$ cat src/hdl/ifd_pkg.sv
// Shared types and constants of the information frame deframer.
`timescale 1ns / 1ps

package ifd_pkg;

  localparam logic [7:0] FLAG_BYTE   = 8'h7e;
  localparam logic [7:0] ESC_BYTE    = 8'h7d;
  localparam logic [7:0] ESC_OF_ESC  = 8'h5d;
  localparam logic [7:0] ESC_OF_FLAG = 8'h5e;
  localparam logic       SEQ_BIT     = 1'b1;

  localparam int unsigned CountW = 13;
  localparam int unsigned SizeW  = 12;

  localparam logic [CountW-1:0] MAX_STUFFED_BYTES = 13'd4101;
  localparam logic [CountW-1:0] COUNT_MAX         = 13'h1fff;
  localparam logic [SizeW-1:0]  MIN_FRAME_SIZE    = 12'd30;

  // Configuration register indexes.
  localparam logic [1:0] REG_ADDRESS    = 2'd0;
  localparam logic [1:0] REG_ACK_CODE   = 2'd1;
  localparam logic [1:0] REG_NAK_CODE   = 2'd2;
  localparam logic [1:0] REG_FRAME_SIZE = 2'd3;

  // Verdict codes.
  localparam logic [1:0] VERDICT_NEW = 2'd0;
  localparam logic [1:0] VERDICT_DUP = 2'd1;
  localparam logic [1:0] VERDICT_ERR = 2'd2;

  typedef enum logic [2:0] {
    PH_HUNT = 3'd0,
    PH_ADDR = 3'd1,
    PH_CTRL = 3'd2,
    PH_HCHK = 3'd3,
    PH_DATA = 3'd4
  } phase_e;

  typedef struct packed {
    logic [7:0]        address_byte;
    logic [7:0]        ack_code;
    logic [7:0]        nak_code;
    logic [CountW-1:0] stuffed_limit;
  } cfg_t;

  typedef struct packed {
    logic [7:0]        out_byte;
    logic              byte_valid;
    logic              frame_end;
    logic [1:0]        verdict;
    logic [7:0]        reply_code;
    logic [CountW-1:0] payload_length;
  } result_t;

endpackage

$ cat src/hdl/ifd_cfg_regs.sv
// Configuration registers and the derived stuffed byte limit.
`timescale 1ns / 1ps

module ifd_cfg_regs (
  input  logic                   clk_i,
  input  logic                   rst_ni,
  input  logic                   cfg_we_i,
  input  logic [1:0]             cfg_index_i,
  input  logic [11:0]            cfg_data_i,
  output ifd_pkg::cfg_t          cfg_o
);

  logic [7:0]  address_q, address_d;
  logic [7:0]  ack_q, ack_d;
  logic [7:0]  nak_q, nak_d;
  logic [11:0] size_q, size_d;
  logic [11:0] size_clamped;
  logic [13:0] limit_wide;

  always_comb begin
    address_d = address_q;
    ack_d     = ack_q;
    nak_d     = nak_q;
    size_d    = size_q;
    if (cfg_we_i) begin
      unique case (cfg_index_i)
        ifd_pkg::REG_ADDRESS:    address_d = cfg_data_i[7:0];
        ifd_pkg::REG_ACK_CODE:   ack_d     = cfg_data_i[7:0];
        ifd_pkg::REG_NAK_CODE:   nak_d     = cfg_data_i[7:0];
        ifd_pkg::REG_FRAME_SIZE: size_d    = cfg_data_i;
        default: ;
      endcase
    end
  end

  always_ff @(posedge clk_i or negedge rst_ni) begin
    if (!rst_ni) begin
      address_q <= 8'd3;
      ack_q     <= 8'd5;
      nak_q     <= 8'd1;
      size_q    <= 12'd256;
    end else begin
      address_q <= address_d;
      ack_q     <= ack_d;
      nak_q     <= nak_d;
      size_q    <= size_d;
    end
  end

  // Limit is twice the clamped frame size plus five, capped at the hard maximum.
  assign size_clamped = (size_q < ifd_pkg::MIN_FRAME_SIZE) ? ifd_pkg::MIN_FRAME_SIZE : size_q;
  assign limit_wide   = {1'b0, size_clamped, 1'b0} + 14'd5;

  always_comb begin
    cfg_o.address_byte = address_q;
    cfg_o.ack_code     = ack_q;
    cfg_o.nak_code     = nak_q;
    if (limit_wide > {1'b0, ifd_pkg::MAX_STUFFED_BYTES}) begin
      cfg_o.stuffed_limit = ifd_pkg::MAX_STUFFED_BYTES;
    end else begin
      cfg_o.stuffed_limit = limit_wide[12:0];
    end
  end

endmodule

$ cat src/hdl/ifd_in_reg.sv
// Input register stage holding one received link byte.
`timescale 1ns / 1ps

module ifd_in_reg (
  input  logic       clk_i,
  input  logic       rst_ni,
  input  logic       in_valid_i,
  output logic       in_ready_o,
  input  logic [7:0] rx_byte_i,
  input  logic       advance_i,
  output logic       stage_valid_o,
  output logic [7:0] stage_byte_o
);

  logic       valid_q, valid_d;
  logic [7:0] byte_q;
  logic       load;

  assign in_ready_o = !valid_q || advance_i;
  assign load       = in_valid_i && in_ready_o;

  always_comb begin
    valid_d = valid_q;
    if (load) begin
      valid_d = 1'b1;
    end else if (advance_i) begin
      valid_d = 1'b0;
    end
  end

  always_ff @(posedge clk_i or negedge rst_ni) begin
    if (!rst_ni) begin
      valid_q <= 1'b0;
    end else begin
      valid_q <= valid_d;
    end
  end

  always_ff @(posedge clk_i) begin
    if (load) begin
      byte_q <= rx_byte_i;
    end
  end

  assign stage_valid_o = valid_q;
  assign stage_byte_o  = byte_q;

endmodule

$ cat src/hdl/ifd_core.sv
// Frame state machine: header checks, unstuffing, hold-back and verdict.
`timescale 1ns / 1ps

module ifd_core (
  input  logic               clk_i,
  input  logic               rst_ni,
  input  ifd_pkg::cfg_t      cfg_i,
  input  logic               step_i,
  input  logic [7:0]         byte_i,
  output logic               res_valid_o,
  output ifd_pkg::result_t   res_o
);

  ifd_pkg::phase_e phase_q, phase_d;
  logic            exp_seq_q, exp_seq_d;
  logic            toggled_q, toggled_d;
  logic [7:0]      addr_seen_q, addr_seen_d;
  logic [7:0]      ctrl_seen_q, ctrl_seen_d;
  logic            err_q, err_d;
  logic            dup_q, dup_d;
  logic            esc_q, esc_d;
  logic [7:0]      held_byte_q, held_byte_d;
  logic            held_valid_q, held_valid_d;
  logic [7:0]      xor_q, xor_d;
  logic [12:0]     count_q, count_d;
  logic [12:0]     stuffed_q, stuffed_d;

  logic       is_flag;
  logic       data_phase;
  logic       over_limit;
  logic       push_en;
  logic [7:0] push_val;
  logic       emit_byte;
  logic       close_frame;
  logic       bad;

  assign is_flag     = (byte_i == ifd_pkg::FLAG_BYTE);
  assign data_phase  = step_i && (phase_q == ifd_pkg::PH_DATA);
  assign over_limit  = (stuffed_q >= cfg_i.stuffed_limit);
  assign close_frame = data_phase && is_flag;
  assign emit_byte   = push_en && held_valid_q;
  assign bad         = err_q || esc_q || !held_valid_q || (held_byte_q != xor_q);

  // Payload byte decode: which unstuffed byte, if any, enters the hold register.
  always_comb begin
    push_en  = 1'b0;
    push_val = byte_i;
    if (data_phase && !is_flag && !over_limit) begin
      if (esc_q) begin
        if (byte_i == ifd_pkg::ESC_OF_ESC) begin
          push_en  = 1'b1;
          push_val = ifd_pkg::ESC_BYTE;
        end else if (byte_i == ifd_pkg::ESC_OF_FLAG) begin
          push_en  = 1'b1;
          push_val = ifd_pkg::FLAG_BYTE;
        end
      end else if (byte_i != ifd_pkg::ESC_BYTE) begin
        push_en = 1'b1;
      end
    end
  end

  // Next state.
  always_comb begin
    phase_d      = phase_q;
    exp_seq_d    = exp_seq_q;
    toggled_d    = toggled_q;
    addr_seen_d  = addr_seen_q;
    ctrl_seen_d  = ctrl_seen_q;
    err_d        = err_q;
    dup_d        = dup_q;
    esc_d        = esc_q;
    held_byte_d  = held_byte_q;
    held_valid_d = held_valid_q;
    xor_d        = xor_q;
    count_d      = count_q;
    stuffed_d    = stuffed_q;
    if (step_i) begin
      unique case (phase_q)
        ifd_pkg::PH_HUNT: begin
          if (is_flag) phase_d = ifd_pkg::PH_ADDR;
        end
        ifd_pkg::PH_ADDR: begin
          if (byte_i == cfg_i.address_byte) begin
            addr_seen_d = byte_i;
            phase_d     = ifd_pkg::PH_CTRL;
          end else begin
            err_d = 1'b1;
            if (toggled_q) begin
              exp_seq_d = exp_seq_q ^ ifd_pkg::SEQ_BIT;
              toggled_d = 1'b0;
            end
            dup_d   = 1'b0;
            phase_d = is_flag ? ifd_pkg::PH_ADDR : ifd_pkg::PH_HUNT;
          end
        end
        ifd_pkg::PH_CTRL: begin
          ctrl_seen_d = byte_i;
          if (byte_i == {7'd0, exp_seq_q}) begin
            exp_seq_d = exp_seq_q ^ ifd_pkg::SEQ_BIT;
            toggled_d = 1'b1;
          end else begin
            dup_d = 1'b1;
          end
          phase_d = ifd_pkg::PH_HCHK;
        end
        ifd_pkg::PH_HCHK: begin
          if (byte_i == (addr_seen_q ^ ctrl_seen_q)) begin
            phase_d      = ifd_pkg::PH_DATA;
            held_valid_d = 1'b0;
            xor_d        = 8'd0;
            count_d      = '0;
            stuffed_d    = '0;
            esc_d        = 1'b0;
          end else begin
            err_d = 1'b1;
            if (toggled_q) begin
              exp_seq_d = exp_seq_q ^ ifd_pkg::SEQ_BIT;
              toggled_d = 1'b0;
            end
            dup_d   = 1'b0;
            phase_d = is_flag ? ifd_pkg::PH_ADDR : ifd_pkg::PH_HUNT;
          end
        end
        ifd_pkg::PH_DATA: begin
          if (!is_flag) begin
            if (over_limit) begin
              err_d = 1'b1;
            end else begin
              stuffed_d = stuffed_q + 13'd1;
              if (esc_q) begin
                esc_d = 1'b0;
                if (!push_en) err_d = 1'b1;
              end else if (byte_i == ifd_pkg::ESC_BYTE) begin
                esc_d = 1'b1;
              end
            end
          end else begin
            if (bad && toggled_q) exp_seq_d = exp_seq_q ^ ifd_pkg::SEQ_BIT;
            phase_d      = ifd_pkg::PH_HUNT;
            toggled_d    = 1'b0;
            err_d        = 1'b0;
            dup_d        = 1'b0;
            esc_d        = 1'b0;
            held_valid_d = 1'b0;
            xor_d        = 8'd0;
            count_d      = '0;
            stuffed_d    = '0;
          end
        end
        default: phase_d = ifd_pkg::PH_HUNT;
      endcase
    end
    // The previously held byte goes out as the new one takes its place.
    if (push_en) begin
      held_byte_d  = push_val;
      held_valid_d = 1'b1;
      if (held_valid_q) begin
        xor_d = xor_q ^ held_byte_q;
        if (count_q != ifd_pkg::COUNT_MAX) count_d = count_q + 13'd1;
      end
    end
  end

  // Result of this step.
  always_comb begin
    res_valid_o          = emit_byte || close_frame;
    res_o.out_byte       = 8'd0;
    res_o.byte_valid     = 1'b0;
    res_o.frame_end      = 1'b0;
    res_o.verdict        = ifd_pkg::VERDICT_NEW;
    res_o.reply_code     = 8'd0;
    res_o.payload_length = '0;
    if (emit_byte) begin
      res_o.out_byte   = held_byte_q;
      res_o.byte_valid = 1'b1;
    end else if (close_frame) begin
      res_o.frame_end      = 1'b1;
      res_o.payload_length = count_q;
      if (bad) begin
        res_o.verdict    = ifd_pkg::VERDICT_ERR;
        res_o.reply_code = cfg_i.nak_code;
      end else begin
        res_o.verdict    = dup_q ? ifd_pkg::VERDICT_DUP : ifd_pkg::VERDICT_NEW;
        res_o.reply_code = cfg_i.ack_code;
      end
    end
  end

  always_ff @(posedge clk_i or negedge rst_ni) begin
    if (!rst_ni) begin
      phase_q      <= ifd_pkg::PH_HUNT;
      exp_seq_q    <= 1'b0;
      toggled_q    <= 1'b0;
      addr_seen_q  <= 8'd0;
      ctrl_seen_q  <= 8'd0;
      err_q        <= 1'b0;
      dup_q        <= 1'b0;
      esc_q        <= 1'b0;
      held_valid_q <= 1'b0;
      xor_q        <= 8'd0;
      count_q      <= '0;
      stuffed_q    <= '0;
    end else begin
      phase_q      <= phase_d;
      exp_seq_q    <= exp_seq_d;
      toggled_q    <= toggled_d;
      addr_seen_q  <= addr_seen_d;
      ctrl_seen_q  <= ctrl_seen_d;
      err_q        <= err_d;
      dup_q        <= dup_d;
      esc_q        <= esc_d;
      held_valid_q <= held_valid_d;
      xor_q        <= xor_d;
      count_q      <= count_d;
      stuffed_q    <= stuffed_d;
    end
  end

  always_ff @(posedge clk_i) begin
    held_byte_q <= held_byte_d;
  end

endmodule

$ cat src/hdl/ifd_out_reg.sv
// Output register holding one result until the receiver takes it.
`timescale 1ns / 1ps

module ifd_out_reg (
  input  logic             clk_i,
  input  logic             rst_ni,
  input  logic             load_i,
  input  ifd_pkg::result_t res_i,
  output logic             free_o,
  output logic             out_valid_o,
  input  logic             out_ready_i,
  output ifd_pkg::result_t res_o
);

  logic             valid_q, valid_d;
  ifd_pkg::result_t res_q;

  assign free_o = !valid_q || out_ready_i;

  always_comb begin
    valid_d = valid_q;
    if (load_i) begin
      valid_d = 1'b1;
    end else if (out_ready_i) begin
      valid_d = 1'b0;
    end
  end

  always_ff @(posedge clk_i or negedge rst_ni) begin
    if (!rst_ni) begin
      valid_q <= 1'b0;
    end else begin
      valid_q <= valid_d;
    end
  end

  always_ff @(posedge clk_i) begin
    if (load_i) begin
      res_q <= res_i;
    end
  end

  assign out_valid_o = valid_q;
  assign res_o       = res_q;

endmodule

$ cat src/hdl/info_frame_deframer.sv
// Top level of the byte-stuffed information frame receiver.
//
// Link bytes enter on the rx channel (in_valid_i / in_ready_o / rx_byte_i).
// Results leave on the out channel (out_valid_o / out_ready_i): either one
// unstuffed payload byte (byte_valid_o) or a frame end carrying the verdict,
// reply code and payload length. Each byte is passed on one byte late, so the
// trailing check byte of a frame never appears as payload.
// One byte is taken every cycle while the output register is free. A byte is
// registered in the input register at its transfer; once the output register
// is free, the frame state logic processes it and its result, if any, is
// loaded into the output register, which raises out_valid_o and holds the
// result until it is taken. The input register and the output register
// decouple the two sides, so a new byte is taken while a result still waits.
// When the receiver stalls with the output register full, the input register
// fills and in_ready_o drops.
// Reset restores the register defaults (address 3, ack 5, nak 1, frame size
// 256), clears the sequence bit and starts hunting for an opening flag.
// Configuration is written through cfg_we_i / cfg_index_i / cfg_data_i,
// one register per cycle, while no bytes are in flight.
`timescale 1ns / 1ps

module info_frame_deframer (
  input  logic        clk_i,
  input  logic        rst_ni,
  input  logic        cfg_we_i,
  input  logic [1:0]  cfg_index_i,
  input  logic [11:0] cfg_data_i,
  input  logic        in_valid_i,
  output logic        in_ready_o,
  input  logic [7:0]  rx_byte_i,
  output logic        out_valid_o,
  input  logic        out_ready_i,
  output logic [7:0]  out_byte_o,
  output logic        byte_valid_o,
  output logic        frame_end_o,
  output logic [1:0]  verdict_o,
  output logic [7:0]  reply_code_o,
  output logic [12:0] payload_length_o
);

  ifd_pkg::cfg_t    cfg;
  ifd_pkg::result_t core_res;
  ifd_pkg::result_t out_res;
  logic             stage_valid;
  logic [7:0]       stage_byte;
  logic             out_free;
  logic             advance;
  logic             core_res_valid;

  assign advance = stage_valid && out_free;

  ifd_cfg_regs u_cfg (
    .clk_i       (clk_i),
    .rst_ni      (rst_ni),
    .cfg_we_i    (cfg_we_i),
    .cfg_index_i (cfg_index_i),
    .cfg_data_i  (cfg_data_i),
    .cfg_o       (cfg)
  );

  ifd_in_reg u_in (
    .clk_i         (clk_i),
    .rst_ni        (rst_ni),
    .in_valid_i    (in_valid_i),
    .in_ready_o    (in_ready_o),
    .rx_byte_i     (rx_byte_i),
    .advance_i     (advance),
    .stage_valid_o (stage_valid),
    .stage_byte_o  (stage_byte)
  );

  ifd_core u_core (
    .clk_i       (clk_i),
    .rst_ni      (rst_ni),
    .cfg_i       (cfg),
    .step_i      (advance),
    .byte_i      (stage_byte),
    .res_valid_o (core_res_valid),
    .res_o       (core_res)
  );

  ifd_out_reg u_out (
    .clk_i       (clk_i),
    .rst_ni      (rst_ni),
    .load_i      (advance && core_res_valid),
    .res_i       (core_res),
    .free_o      (out_free),
    .out_valid_o (out_valid_o),
    .out_ready_i (out_ready_i),
    .res_o       (out_res)
  );

  assign out_byte_o       = out_res.out_byte;
  assign byte_valid_o     = out_res.byte_valid;
  assign frame_end_o      = out_res.frame_end;
  assign verdict_o        = out_res.verdict;
  assign reply_code_o     = out_res.reply_code;
  assign payload_length_o = out_res.payload_length;

endmodule

$ cat config.mk
export PLATFORM = sky130hd
export DESIGN_NAME = info_frame_deframer
export DESIGN_NICKNAME = d
export VERILOG_FILES = /design/src/hdl/ifd_pkg.sv /design/src/hdl/ifd_cfg_regs.sv /design/src/hdl/ifd_in_reg.sv /design/src/hdl/ifd_core.sv /design/src/hdl/ifd_out_reg.sv /design/src/hdl/info_frame_deframer.sv
export SDC_FILE = /design/constraint.sdc
export NUM_CORES = 1
export LEC_CHECK = 0
export ABC_AREA = 1
export BUFFER_PORTS_ARGS = -buffer_cell sky130_fd_sc_hd__buf_2
export CAP_MARGIN = 10
export CORE_MARGIN = 1.5
export CORE_UTILIZATION = 54
export DETAILED_ROUTE_END_ITERATION = 10
export PLACE_DENSITY = 0.76
export SYNTH_ARGS = -nofsm -noshare
export SYNTH_HDL_FRONTEND = slang
export SYNTH_SLANG_ARGS = --single-unit
$ cat constraint.sdc
create_clock -name clk_i -period 4.6 [get_ports clk_i]
set_clock_uncertainty 0.1 [all_clocks]
set_input_delay 0.69 -clock clk_i [delete_from_list [all_inputs] [get_ports clk_i]]
set_output_delay 0.69 -clock clk_i [all_outputs]
set_load 0.01 [all_outputs]
Yosys cells after proc, flatten, opt, wreduce, memory -nomap -nowiden. Cells that the tools add are included.

Output and inout port bits: 35. Word-level logic and storage cells: 183. Register bits: 146.

Reduce and logical (&&, ||, !) cells: 44. Add/sub/neg operators: 3. Bitwise gates (word level): 4. Equality and inequality tests: 30. Order comparisons: 3. Mux-type cells: 72.

Operator list (count): $mux W13 (10); $mux W8 (9); $pmux W13 S2 (2); $mux W1 (36); $eq A8 B7 Y1 const B (4); $add A13 B1 Y13 const B (2); $mux W24 (1); $reduce_and A6 Y1 (3); $eq A8 B8 Y1 (2); $pmux W8 S2 (1); $xor A8 B8 Y8 (2); $pmux W3 S5 (1); $add A13 B3 Y14 const B (1); $gt A14 B13 Y1 const B (1); $ge A13 B13 Y1 (1); $ne A13 B13 Y1 const B (1); $lt A12 B5 Y1 const B (1); $mux W12 (1); $mux W3 (4); $pmux W1 S4 (3); $mux W10 (1); $reduce_and A2 Y1 (5); $logic_and A1 B1 Y1 (9); $eq A8 B1 Y1 (1); other kinds (28) (54).

Logic depth before layout (Yosys ltp).
Depth in word-level cells: 14. Gate-level depth with buffers: 28.

By module. A second synthesis with hierarchy kept.

Cells, all modules: 973. Area total of the unflattened synthesis: 7777.5 µm².

By module, submodules not included: ifd_core (instances 1, seq. area each 1716.6 µm², cells an instance 692, area an instance 4604.4 µm²); ifd_cfg_regs (instances 1, seq. area each 908.4 µm², cells an instance 225, area an instance 1834.3 µm²); ifd_out_reg (instances 1, seq. area each 1016.0 µm², cells an instance 38, area an instance 1036.0 µm²); ifd_in_reg (instances 1, seq. area each 265.3 µm², cells an instance 14, area an instance 285.3 µm²); info_frame_deframer (instances 1, seq. area each 0.0 µm², cells an instance 4, area an instance 17.5 µm²).

Worst setup path after synthesis. No wires, ideal clock.

Path type: flip-flop to flip-flop. Start point: register u_cfg.size_q[8]. End point: register u_out.res_q, in the netlist u_out.res_o[0], enable pin. Data required time: 4.109 ns. Path buffers: 1. Stages on the path, launching flop included: 27. Path slack: -0.272 ns. Arrival: 4.381 ns. Clock period less this slack: 4.872 ns. Cells stage by stage: dfstp_2 > nor2_1 > nand2_1 > nor2_2 > nand2_1 > inv_1 > or2_2 > ha_1 > inv_1 > nand4_1 > nand2_1 > nand2_1 > nor2_1 > nand2_1 > nor2_1 > nand3_1 > nand2_2 > nand2_1 > ha_1 > a21oi_1 > o21ai_1 > o21ai_0 > nand3_4 > nor2_8 > nand2_4 > buf_2 > nand2_1.

Longest elaborated chain between the ends: 12.

Ends and longest elaborated chain: start, declared (RTL line ifd_cfg_regs.sv:16) `logic [11:0] size_q, size_d;`; start signal, assigned (RTL line ifd_cfg_regs.sv:46) `size_q <= size_d;`; $lt A12 B5 Y1 (RTL line ifd_cfg_regs.sv:51) `assign size_clamped = (size_q < ifd_pkg::MIN_FRAME_SIZE) ? ifd_pkg::MIN_FRAME_SIZE : size_q;`; $mux W12 (*) (RTL line ifd_cfg_regs.sv:51); $add A13 B3 Y14 (*) (RTL line ifd_cfg_regs.sv:52) `assign limit_wide = {1'b0, size_clamped, 1'b0} + 14'd5;`; $gt A14 B13 Y1 (RTL line ifd_cfg_regs.sv:58) `if (limit_wide > {1'b0, ifd_pkg::MAX_STUFFED_BYTES}) begin`; $mux W13 (*) (RTL line ifd_cfg_regs.sv:58); $ge A13 B13 Y1 (*) (RTL line ifd_core.sv:39) `assign over_limit = (stuffed_q >= cfg_i.stuffed_limit);`; $logic_not A1 Y1 (*) (RTL line ifd_core.sv:48) `if (data_phase && !is_flag && !over_limit) begin`; $logic_and A1 B1 Y1 (*) (RTL line ifd_core.sv:48); $mux W1 (*) (RTL line ifd_core.sv:48); $logic_and A1 B1 Y1 (*) (RTL line ifd_core.sv:41) `assign emit_byte = push_en && held_valid_q;`; $logic_or A1 B1 Y1 (*) (RTL line ifd_core.sv:167) `res_valid_o = emit_byte || close_frame;`; $logic_and A1 B1 Y1 (*) (RTL line info_frame_deframer.sv:85) `.load_i (advance && core_res_valid),`; named net u_out.load_i (RTL line ifd_out_reg.sv:7) `input logic load_i,`; end signal, assigned (RTL line ifd_out_reg.sv:39) `res_q <= res_i;`; end, declared (RTL line ifd_out_reg.sv:16) `ifd_pkg::result_t res_q;`.

Mark *: on every way through the listed nets, which the timed path passes. The rest lies on a longest branch. A chain may end at the register's enable or synchronous reset.

Final worst setup path.
Start point: register u_cfg.size_q[8]. End point: register u_out.res_q, in the netlist u_out.res_o[4], enable pin.

Same word-level chain as after synthesis.

==> results.json <==
{
  "ys_warn_count": 0,
  "postCtsHoldBufs": 0,
  "grt_pass1_wl_um": 26600,
  "cts_buffers": 17,
  "grt_remaining_overflow": 0,
  "drt_drc_violations_left": 0,
  "grt_usage": 0.230,
  "fin_cells": 1107,
  "path_max_fanout": 21,
  "post_cts_buffers": 0,
  "fin_util": 0.625,
  "drive_gt1_frac": 0.189,
  "worstMarginPinSlew_ns": 0.843,
  "startpoint": "u_cfg.size_q[8]",
  "r2r_slack_ns": 0.29,
  "timing.rr.start": "u_cfg.size_q[8]",
  "synth.avg_cell_area_um2": 8.92,
  "finalSetupViolCount": 0,
  "io_pins": 62,
  "clockBufferDepth": 2,
  "htreeDepth": 4,
  "wl_per_cell_um": 14.3,
  "required_ns": 4.63,
  "tns_ns": 0,
  "cap_violations": 0,
  "clk_latency_ns": 0.42,
  "cts.sinks": 146,
  "hold_path_class": "input port to async pin",
  "grt_max_degree": 65,
  "ctsResizeCount": 0,
  "vias": 5853,
  "synth_nets": 895,
  "setup_slack_ns": 0.295,
  "dieArea_um2": 14800,
  "power_density_nw_per_um2": 516,
  "synthDistinctLibCells": 41,
  "slew_violations": 0,
  "syn_area_um2": 7600,
  "viasPerCell": 5.29,
  "antenna_found_initial": 0,
  "fin_nets": 957,
  "ir_worst_vdd_uv": 257,
  "multi_input_area_um2": 3090,
  "ff_latch_area_um2": 3910,
  "dr.pass1.iters": 5,
  "critPathCaptureType": "register",
  "hpwl_um": 11100,
  "synth_seq_cells": 146,
  "nFillCells": 1127,
  "n_antenna_cell": 0,
  "period_minus_slack_ns": 4.31,
  "hold_viol_final": 0,
  "initial_core_util": 0.549,
  "dp_cells": 1075,
  "preCtsSetupSlack_ns": 0.131,
  "path_class": "register to register",
  "syn-instance-count": 852,
  "finalCritPeriodShare": 0.936,
  "die_width_um": 122,
  "gp_congestion": 0.870,
  "core-area_um2": 13800,
  "startpoint_type": "register",
  "slew_headroom": 0.438,
  "critPathCapture": "u_out.res_o[4]",
  "yosysTopAreaCellShare": 0.300,
  "place_area_um2": 8040,
  "design_area_um2": 8640,
  "cts-root-buf": "clkbuf_16",
  "worstRegToRegCells": 26,
  "io_buffers": 61,
  "synth_top_cell_by_area": "dfrtp_1",
  "leakage_nw": 3.98,
  "p_total_mw": 4.46,
  "arrival_ns": 4.33,
  "cts_tree": "done",
  "synth.top_cells.by_area": "dfrtp_1 (30%), edfxtp_1 (19%), nand2_1 (9.2%)",
  "die_h_um": 122,
  "area_growth_pct": 13.8,
  "hold_slack_ns": 0.269,
  "r2r_end": "u_out.res_o[4]",
  "grt_pass1_vias": 5610,
  "ant_nets": 0,
  "clk_pin_slew_worst_paths_ns": 0.07,
  "ys_seq_area_frac": 0.514,
  "drtIter0Drc": 453,
  "wirelength_um": 15800,
  "maxClockFrequency_mhz": 232,
  "status": "finished clean",
  "rows": 43
}
-- metal layers --
layer | vias up | GRT usage | wire length, µm | part of all wire
met3 | 39 | 0.0524 | 677 | 0.043
li1 | 2886 | - | - | -
met5 | - | 0 | 0 | 0
met2 | 147 | 0.376 | 7740 | 0.49
met4 | 0 | 0.0868 | 426 | 0.027
met1 | 2781 | 0.301 | 6980 | 0.44
-- critical path: stages (launching register included) --
cell	delay [ns]
dfstp_2	0.55
nor2_1	0.05
nand2_1	0.12
nor2_2	0.06
nand2_1	0.12
inv_1	0.08
or2_2	0.30
ha_1	0.25
nand3b_1	0.18
nand2_1	0.09
nand2_1	0.05
nor2_1	0.08
nand2_1	0.05
nor2_1	0.09
nand3_1	0.14
nand2_4	0.14
nand2_1	0.07
ha_1	0.29
a21o_1	0.18
nand3_1	0.06
a21oi_1	0.07
nor2_2	0.23
nand3_4	0.16
nor2_8	0.15
nand2_4	0.06
nand2_2	0.11
buf_12	0.18
-- worst min-delay path by stage --
| stage | start | endpoint | slack, ns | cells past startpoint |
|---|---|---|---|---|
| global route | rx_byte_i[2] | u_in.stage_byte_o[2] | 0.32 | 1 |
| CTS | rst_ni | u_core.stuffed_q[10] | 0.30 | 1 |
| detailed placement | u_cfg.ack_q[6] | u_cfg.ack_q[6] | 0.37 | 2 |
| finish | rst_ni | u_core.addr_seen_q[2] | 0.27 | 1 |
| global placement | u_cfg.nak_q[4] | u_cfg.nak_q[4] | 0.37 | 2 |
| floorplan | rst_ni | u_cfg.ack_q[1] | 0.29 | 0 |
-- layout make-up --
cell class	instances	share of cell area
inverters	122	0.0536
flip-flops and latches	146	0.452
well taps	180	0.0261
multi-input cells	559	0.358
repair buffers	68	0.0440
clock buffers	18	0.0496
clock inverters	14	0.0169
-- synthesized netlist by cell type (all sizes together) --
| library cell | n |
|---|---|
| a21boi | 1 |
| a21o | 1 |
| a21oi | 16 |
| a221oi | 1 |
| a31oi | 2 |
| buf | 12 |
| clkbuf | 13 |
| clkinv | 2 |
| dfrtp | 91 |
| dfstp | 6 |
| edfxtp | 49 |
| ha | 16 |
| inv | 120 |
| nand2 | 193 |
| nand3 | 67 |
| nand3b | 4 |
| nand4 | 15 |
| nor2 | 81 |
| nor3 | 8 |
| nor3b | 2 |
| nor4 | 4 |
| o211ai | 1 |
| o21ai | 102 |
| or2 | 4 |
| xnor2 | 23 |
| xor2 | 18 |
-- kinds of logic (layout without fill, tap and decap cells) --
group / count (synthesis) / count (layout) / share of synthesized area
AO/OA/AOI/OAI: 124 / 124 / 0.0964
adder cells (fa/ha/maj): 16 / 16 / 0.0264
AND/OR/NAND/NOR: 378 / 378 / 0.236
buffers and inverters: 147 / 222 / 0.0802
flip-flops: 146 / 146 / 0.514
XOR/XNOR: 41 / 41 / 0.0473
-- flip-flops by register name (all words and copies together) (netlist names), 3 cells and up --
name                cells
u_out.res_o            33
u_core.xor_q            8
u_core.count_q         13
u_core.stuffed_q       13
u_cfg.size_q           12
u_cfg.nak_q             8
u_core.phase_q          3
u_core.ctrl_seen_q      8
u_cfg.ack_q             8
u_in.stage_byte_o       8
u_core.addr_seen_q      8
u_cfg.address_q         8
u_core.held_byte_q      8
-- power by group --
part | internal [mW] | switching, mW | leakage (nW)
clock network | 0.762 | 0.586 | 0.270
logic | 0.446 | 0.786 | 2.00
registers | 1.66 | 0.216 | 1.71
-- layout by cell type (no fill, tap or decap), types with 4 or more instances in the layout --
cell	netlist	routed
nand4_1	15	15
a21oi_1	15	15
nor3_1	8	8
buf_4	0	5
dfrtp_1	91	91
nand2_1	187	186
o21ai_1	13	13
xor2_1	18	18
nor4_1	4	4
nand3_2	10	10
ha_1	16	16
buf_2	6	60
inv_6	0	4
edfxtp_1	49	49
nor2_4	5	5
o21ai_0	65	64
nand2_4	3	4
dfstp_2	6	6
inv_2	8	8
o21ai_2	24	25
xnor2_1	23	23
clkbuf_16	0	17
clkinvlp_4	0	4
nor2_1	72	71
inv_1	110	110
nand3_1	54	54
No activity file was read; power rests on OpenSTA's default activity.
